[src/hw/rtl/tgs_pkg.sv]
// Shared types and constants for the tridiagonal Gauss-Seidel solver.
// Used by tgs_ctrl, tgs_datapath and the top level; no dependencies.
`timescale 1ns / 1ps
`default_nettype none

package tgs_pkg;

	// action codes of an input word
	localparam logic [1:0] ACT_LOAD = 2'd0;
	localparam logic [1:0] ACT_RUN  = 2'd1;
	localparam logic [1:0] ACT_READ = 2'd2;

	// register indexes on the APB port
	localparam logic REG_ROW_COUNT   = 1'b0;
	localparam logic REG_SWEEP_COUNT = 1'b1;

	// fixed word widths and divide step count
	localparam int DATA_W    = 32;
	localparam int PROD_W    = 64;
	localparam int ACC_W     = 66;
	localparam int DIV_STEPS = 32;
	localparam int DIV_CNT_W = 5;

	typedef enum logic [3:0] {
		ST_IDLE,
		ST_READ,
		ST_FETCH,
		ST_MUL_LO,
		ST_MUL_UP,
		ST_SUB,
		ST_ABS,
		ST_CHK,
		ST_DIV,
		ST_WB
	} state_t;

	typedef enum logic [3:0] {
		DP_NOP,
		DP_LOAD,
		DP_READ,
		DP_OUT,
		DP_FETCH,
		DP_MUL_LO,
		DP_MUL_UP,
		DP_SUB,
		DP_ABS,
		DP_CHK,
		DP_DIV,
		DP_WB
	} dp_op_t;

	typedef struct packed {
		dp_op_t op;
		logic   first_row;
		logic   last_row;
	} dp_cmd_t;

	typedef struct packed {
		logic out_busy;
	} dp_status_t;

endpackage

`default_nettype wire

[src/hw/rtl/tgs_ctrl.sv]
// Controller of the solver: state machine, row, sweep and divide counters.
// Depends on tgs_pkg; drives tgs_datapath through dp_cmd_t.
`timescale 1ns / 1ps
`default_nettype none

module tgs_ctrl #(
	parameter int MAX_ROWS = 64
) (
	input  wire                          clk,
	input  wire                          arst_n,
	input  wire                          in_valid,
	input  wire  [1:0]                   action,
	input  wire  [6:0]                   row_count,
	input  wire  [15:0]                  sweep_count,
	input  tgs_pkg::dp_status_t          status,
	output logic                         in_stall,
	output tgs_pkg::dp_cmd_t             cmd,
	output logic [$clog2(MAX_ROWS)-1:0]  row_addr
);

	localparam int ROW_W = $clog2(MAX_ROWS);
	localparam int NW    = (ROW_W + 1 > 7) ? ROW_W + 1 : 7;

	tgs_pkg::state_t state_q, state_d;
	logic [ROW_W-1:0]              row_q;
	logic [15:0]                   sweep_q;
	logic [tgs_pkg::DIV_CNT_W-1:0] div_cnt_q;
	logic [NW-1:0]                 n_raw, n_eff;
	logic                          accept, last_row, last_sweep, div_last;

	assign accept = in_valid && !in_stall;
	assign in_stall = (state_q != tgs_pkg::ST_IDLE) || status.out_busy;

	// effective row count, clamped to 2 .. MAX_ROWS
	assign n_raw = NW'(row_count);
	always_comb begin
		n_eff = n_raw;
		if (n_raw < NW'(2)) begin
			n_eff = NW'(2);
		end else if (n_raw > NW'(MAX_ROWS)) begin
			n_eff = NW'(MAX_ROWS);
		end
	end

	assign last_row   = (NW'(row_q) + NW'(1)) == n_eff;
	assign last_sweep = (sweep_q + 16'd1) == sweep_count;
	assign div_last   = div_cnt_q == tgs_pkg::DIV_CNT_W'(tgs_pkg::DIV_STEPS - 1);
	assign row_addr   = row_q;

	// next state
	always_comb begin
		state_d = state_q;
		unique case (state_q)
			tgs_pkg::ST_IDLE: begin
				if (accept && action == tgs_pkg::ACT_READ) begin
					state_d = tgs_pkg::ST_READ;
				end else if (accept && action == tgs_pkg::ACT_RUN && sweep_count != 16'd0) begin
					state_d = tgs_pkg::ST_FETCH;
				end
			end
			tgs_pkg::ST_READ:   state_d = tgs_pkg::ST_IDLE;
			tgs_pkg::ST_FETCH:  state_d = tgs_pkg::ST_MUL_LO;
			tgs_pkg::ST_MUL_LO: state_d = tgs_pkg::ST_MUL_UP;
			tgs_pkg::ST_MUL_UP: state_d = tgs_pkg::ST_SUB;
			tgs_pkg::ST_SUB:    state_d = tgs_pkg::ST_ABS;
			tgs_pkg::ST_ABS:    state_d = tgs_pkg::ST_CHK;
			tgs_pkg::ST_CHK:    state_d = tgs_pkg::ST_DIV;
			tgs_pkg::ST_DIV: begin
				if (div_last) begin
					state_d = tgs_pkg::ST_WB;
				end
			end
			tgs_pkg::ST_WB: begin
				if (last_row && last_sweep) begin
					state_d = tgs_pkg::ST_IDLE;
				end else begin
					state_d = tgs_pkg::ST_FETCH;
				end
			end
			default: state_d = tgs_pkg::ST_IDLE;
		endcase
	end

	// datapath commands
	always_comb begin
		cmd.op        = tgs_pkg::DP_NOP;
		cmd.first_row = row_q == '0;
		cmd.last_row  = last_row;
		unique case (state_q)
			tgs_pkg::ST_IDLE: begin
				if (accept && action == tgs_pkg::ACT_LOAD) begin
					cmd.op = tgs_pkg::DP_LOAD;
				end else if (accept && action == tgs_pkg::ACT_READ) begin
					cmd.op = tgs_pkg::DP_READ;
				end
			end
			tgs_pkg::ST_READ:   cmd.op = tgs_pkg::DP_OUT;
			tgs_pkg::ST_FETCH:  cmd.op = tgs_pkg::DP_FETCH;
			tgs_pkg::ST_MUL_LO: cmd.op = tgs_pkg::DP_MUL_LO;
			tgs_pkg::ST_MUL_UP: cmd.op = tgs_pkg::DP_MUL_UP;
			tgs_pkg::ST_SUB:    cmd.op = tgs_pkg::DP_SUB;
			tgs_pkg::ST_ABS:    cmd.op = tgs_pkg::DP_ABS;
			tgs_pkg::ST_CHK:    cmd.op = tgs_pkg::DP_CHK;
			tgs_pkg::ST_DIV:    cmd.op = tgs_pkg::DP_DIV;
			tgs_pkg::ST_WB:     cmd.op = tgs_pkg::DP_WB;
			default:            cmd.op = tgs_pkg::DP_NOP;
		endcase
	end

	// state and counters
	always_ff @(posedge clk or negedge arst_n) begin
		if (!arst_n) begin
			state_q   <= tgs_pkg::ST_IDLE;
			row_q     <= '0;
			sweep_q   <= '0;
			div_cnt_q <= '0;
		end else begin
			state_q <= state_d;
			if (state_q == tgs_pkg::ST_IDLE) begin
				row_q   <= '0;
				sweep_q <= '0;
			end
			if (state_q == tgs_pkg::ST_CHK) begin
				div_cnt_q <= '0;
			end else if (state_q == tgs_pkg::ST_DIV) begin
				div_cnt_q <= div_cnt_q + tgs_pkg::DIV_CNT_W'(1);
			end
			if (state_q == tgs_pkg::ST_WB) begin
				if (last_row) begin
					row_q   <= '0;
					sweep_q <= sweep_q + 16'd1;
				end else begin
					row_q <= row_q + ROW_W'(1);
				end
			end
		end
	end

endmodule

`default_nettype wire

[config.mk]
export PLATFORM = sky130hd
export DESIGN_NAME = tgs_ctrl
export DESIGN_NICKNAME = d
export VERILOG_FILES = /design/src/hw/rtl/tgs_pkg.sv /design/src/hw/rtl/tgs_ctrl.sv
export SDC_FILE = /design/constraint.sdc
export NUM_CORES = 1
export LEC_CHECK = 0
export ABC_AREA = 1
export BUFFER_PORTS_ARGS = -buffer_cell sky130_fd_sc_hd__buf_2
export CAP_MARGIN = 20
export CORE_AREA = 8 8 71 85
export DETAILED_ROUTE_END_ITERATION = 8
export DIE_AREA = 0 0 79 93
export HOLD_SLACK_MARGIN = 0.05
export PLACE_DENSITY = 0.77
export SETUP_SLACK_MARGIN = 0.2
export SYNTH_ARGS = -nofsm -noshare
export SYNTH_HDL_FRONTEND = slang
export SYNTH_SLANG_ARGS = --single-unit
export TNS_END_PERCENT = 1
[constraint.sdc]
create_clock -name clk -period 2.11 [get_ports clk]
set_input_delay 0.3165 -clock clk [delete_from_list [all_inputs] [get_ports clk]]
set_output_delay 0.3165 -clock clk [all_outputs]
set_load 0.05 [all_outputs]
# --- Yosys cells after proc, flatten, opt, wreduce, memory -nomap -nowiden ---
# Index checks and enable logic that the tools add are counted.
word_totals:
  register_bits: 31
  input_bits: 29
  wordCells: 60
op_classes:
  addsub: 4
  n_lt_le_gt_ge: 2
  n_eq_ne: 16
  muxes: 18
  n_reduce_logical: 16
ops:
  columns: ["op", "count"]
  rows:
  - ["$mux 16", 3]
  - ["$pmux 4 s10", 1]
  - ["$pmux 4 s9", 1]
  - ["$mux 6", 3]
  - ["$add 16x1->16 const B", 1]
  - ["$eq 16x16->1", 1]
  - ["$eq 4x3->1 const B", 4]
  - ["$reduce_bool 16->1", 1]
  - ["$mux 7", 2]
  - ["$mux 4", 3]
  - ["$mux 5", 2]
  - ["$eq 4x2->1 const B", 2]
  - ["$eq 4x4->1 const B", 2]
  - ["$add 6x1->7 const B", 1]
  - ["$eq 7x7->1", 1]
  - ["$gt 7x7->1 const B", 1]
  - ["$lt 7x2->1 const B", 1]
  - ["$add 6x1->6 const B", 1]
  - ["$logic_and 1x1->1", 6]
  - ["$logic_not 6->1", 1]
  - ["$mux 2", 3]
  - ["$add 5x1->5 const B", 1]
  - ["$eq 5x5->1 const B", 1]
  - ["$eq 4x1->1 const B", 1]
  - ["11 further kinds", 12]

# --- Depth between registers and ports, before layout ---
depth:
  word_depth: 9
  mapped_depth: 15
  depth_no_buf: 15

# --- Worst setup path before layout ---
# OpenSTA, ideal clock, no wires.
synth_path:
  kind: "reg-to-output"
  startpoint: "register state_q[1]"
  endpoint: "output cmd[2] (netlist bit)"
  t_arrival_ns: 2.140
  t_required_ns: 1.794
  path_slack_ns: -0.347
  path_stages_with_launch: 6
  n_path_buf: 0
  cell_sequence: "dfrtp_1 -> nor2_1 -> inv_1 -> nor2_4 -> nand3_1 -> o31ai_1"
synth_lines:
  columns: ["item", "line_no", "rtl"]
  rows:
  - ["start: declaration", "tgs_ctrl.sv:24", "tgs_pkg::state_t state_q, state_d;"]
  - ["start signal: assignment", "tgs_ctrl.sv:113", "state_q <= tgs_pkg::ST_IDLE;"]
  - ["start signal: assignment", "tgs_ctrl.sv:118", "state_q <= state_d;"]
  - ["end: declaration", "tgs_ctrl.sv:17", "output tgs_pkg::dp_cmd_t cmd,"]

==> impl_metrics.env <==
export IMPL_cp_max_fo=2
export IMPL_ys_top_cells_by_area="dfrtp_1, nand2_1, nand3_1, inv_1, nor2_1"
export IMPL_leakage_nw=1.57
export IMPL_cp_cell_sequence="ha_4 -> nand2_2 -> o21ai_0 -> nand2_1 -> nand2_1 -> nand3_2 -> nor2_2 -> nand2_2 -> inv_2 -> buf_8"
export IMPL_fmax_ghz=0.444
export IMPL_synth_async_reset_ratio_pct=100
export IMPL_cp_slowest_cell="dfrtp_2"
export IMPL_yosys_warnings=0
export IMPL_firstDrtPassIters=5
export IMPL_track_usage_pct=19.8
export IMPL_hold_viol=0
export IMPL_cts_clk_slew_worst_paths_ps=80
export IMPL_ys_flop_type="dfrtp_1"
export IMPL_avgSynthCellArea_sq_um=6.42
export IMPL_layoutNonFillerInstCount=519
export IMPL_power_w=0.00212
export IMPL_avgRoutedWirePerCell_um=13.9
export IMPL_cts_htree_levels=2
export IMPL_grt_max_degree=33
export IMPL_hpwl_um=5170
export IMPL_ant_nets=0
export IMPL_timing_hold_ws_ps=72.7
export IMPL_clk_path_buf_depth=2
export IMPL_status="complete, but fails checks"
export IMPL_synth_seq_area_share_pct=30.0
export IMPL_syn2layout_area_growth_pct=23.8
export IMPL_cp_data_arrival_time_ps=1930
export IMPL_setup_viol=11
export IMPL_port_buffers=41
export IMPL_die_x_um=79
export IMPL_cp_num_buf_inv=2
export IMPL_post_route_period_util_pct=107
export IMPL_post_place_cells=503
export IMPL_synth_net_count=437
export IMPL_ir_drop_uv=970
export IMPL_netlist_top_cells_count="nand2_1, inv_1, nand3_1"
export IMPL_vias=2833
export IMPL_fin_crit_ps=2250
export IMPL_drv_cap=0
export IMPL_core_sq_um=4760
export IMPL_yosysTopAreaCell="dfrtp_1"
export IMPL_post_synth_top_count_cell="nand2_1"
export IMPL_antenna_cells=0
export IMPL_cts_root_buf="clkbuf_8"
export IMPL_die_area_sq_um=7350
export IMPL_synth_top_area_share_pct=30.0
export IMPL_cts_made_buffers=5
export IMPL_startpoint_type="register"
export IMPL_rows=28
export IMPL_drt_iter0_markers=184
export IMPL_crit_path_end_kind="output port"
export IMPL_rsz0062_at_grt="true"
export IMPL_tightestPinTransition_ps=712
export IMPL_drc=0
export IMPL_cpPeakStageDelay_ps=400
export IMPL_power_density_nw_per_um2=660
export IMPL_grt_pass1_vias=2807
export IMPL_grt_pass1_wl_um=12000
export IMPL_post_place_ws_ps=70.2
export IMPL_required_ps=1790
export IMPL_relSlewSlack_pct=52.6
export IMPL_cts_hold_buf=0
export IMPL_syn_cell_area_sq_um=2590
export IMPL_hold_path_class="in2async"
export IMPL_antenna_found_initial=0
export IMPL_violations="negative setup slack"
export IMPL_synth_seq_cells=31
export IMPL_fillers=423
export IMPL_path_class="reg2out"
export IMPL_fin_skew_ps=8.60
export IMPL_num_io_pins=42
export IMPL_synth_edff_count=0
export IMPL_synth_cell_types=33
export IMPL_multi_input_area_sq_um=1640
export IMPL_worstSkewPairLatency_ps=290
export IMPL_slew_violations=0
export IMPL_syn_inst=403
export IMPL_numClockSinks=31
export IMPL_nets=492
export IMPL_vias_per_cell=5.46
export IMPL_path_delay_family="simple AND/OR/NAND/NOR gates"
export IMPL_grt_overflow=0
export IMPL_wirelength_um=7230
export IMPL_initial_core_util_pct=54.3
export IMPL_die_height_um=93
export IMPL_fin_ws_ps=-141
export IMPL_gp_congestion=0.896
export IMPL_drive_gt1_share_pct=24.0
export IMPL_register_area_sq_um=781
export IMPL_cts_tree="done"
through the flow:
| stage | TNS, ps | util (%) | cell area (sq um) |
|---|---|---|---|
| floorplan | 0 | - | 2600 |
| global placement | 0 | 60.6 | 2890 |
| detailed placement | 0 | 60.6 | 2890 |
| CTS | 0 | 65.0 | 3100 |
| global route | -1750 | 67.3 | 3210 |
| finish | -341 | 67.3 | 3210 |
cells by family after synthesis:
| group | after synthesis | share of synthesized area [%] |
|---|---|---|
| compound gates | 45 | 10.8 |
| simple gates | 244 | 42.3 |
| xor+xnor | 6 | 3.09 |
| buf+inv | 72 | 11.4 |
| flops | 31 | 30.0 |
| fa+ha+maj | 5 | 2.42 |
sequential cells by signal, indices dropped and copies added (netlist names):
name,count
row_addr,6
state_q,4
sweep_q,16
div_cnt_q,5
where the power goes:
part | switching, W | internal (W) | total [W]
sequential | 0.0000398 | 0.000636 | 0.000676
combinational | 0.000628 | 0.000277 | 0.000905
clock | 0.000237 | 0.000298 | 0.000535
layout make-up:
type / instances / area share [%]
inverters: 66 / 7.88
repair buffers: 54 / 11.0
multi-input cells: 300 / 51.2
well taps: 60 / 2.34
clock buffers: 8 / 3.12
flip-flops and latches: 31 / 24.4
cells in the final DEF, fill, tap and decap left out, types with 6 or more instances in the layout:
cell type and instances:
nor2_2 8, nand2_1 108, buf_2 36, nand4_1 9, nand3_2 9, nand3_1 47
a21oi_1 6, o21ai_0 9, buf_4 10, dfrtp_1 27, nand2_2 8, clkbuf_8 7
o31ai_1 14, inv_1 60, nor2_1 36
worst paths after layout:
check | end | slack, ps | start | depth (start not counted)
hold reg to reg | div_cnt_q[3] | 530 | div_cnt_q[3] | 2
min in group clk | state_q[1] | 510 | action[0] | 5
hold / removal | sweep_q[5] | 70 | arst_n | 1
max in group asynchronous | row_addr[1] | 1530 | arst_n | 1
setup / recovery | cmd[0] | -140 | row_addr[1] | 10
setup reg to reg | sweep_q[8] | -40 | row_addr[1] | 13
repair_timing:
item,4_1_cts,5_1_grt
pin swaps,7,11
buffers inserted,7,1
endpoints found under the setup margin,23,30
gates resized for setup,17,34
per-layer routing:
metal,up-vias,GRT usage (%),part of all wire (%)
met4,0,10.5,2.8
met5,-,0,0
met2,86,34.5,50
met1,1303,22.8,43
met3,20,3.07,4.4
li1,1424,-,-
(Power assumes the default switching activity.)
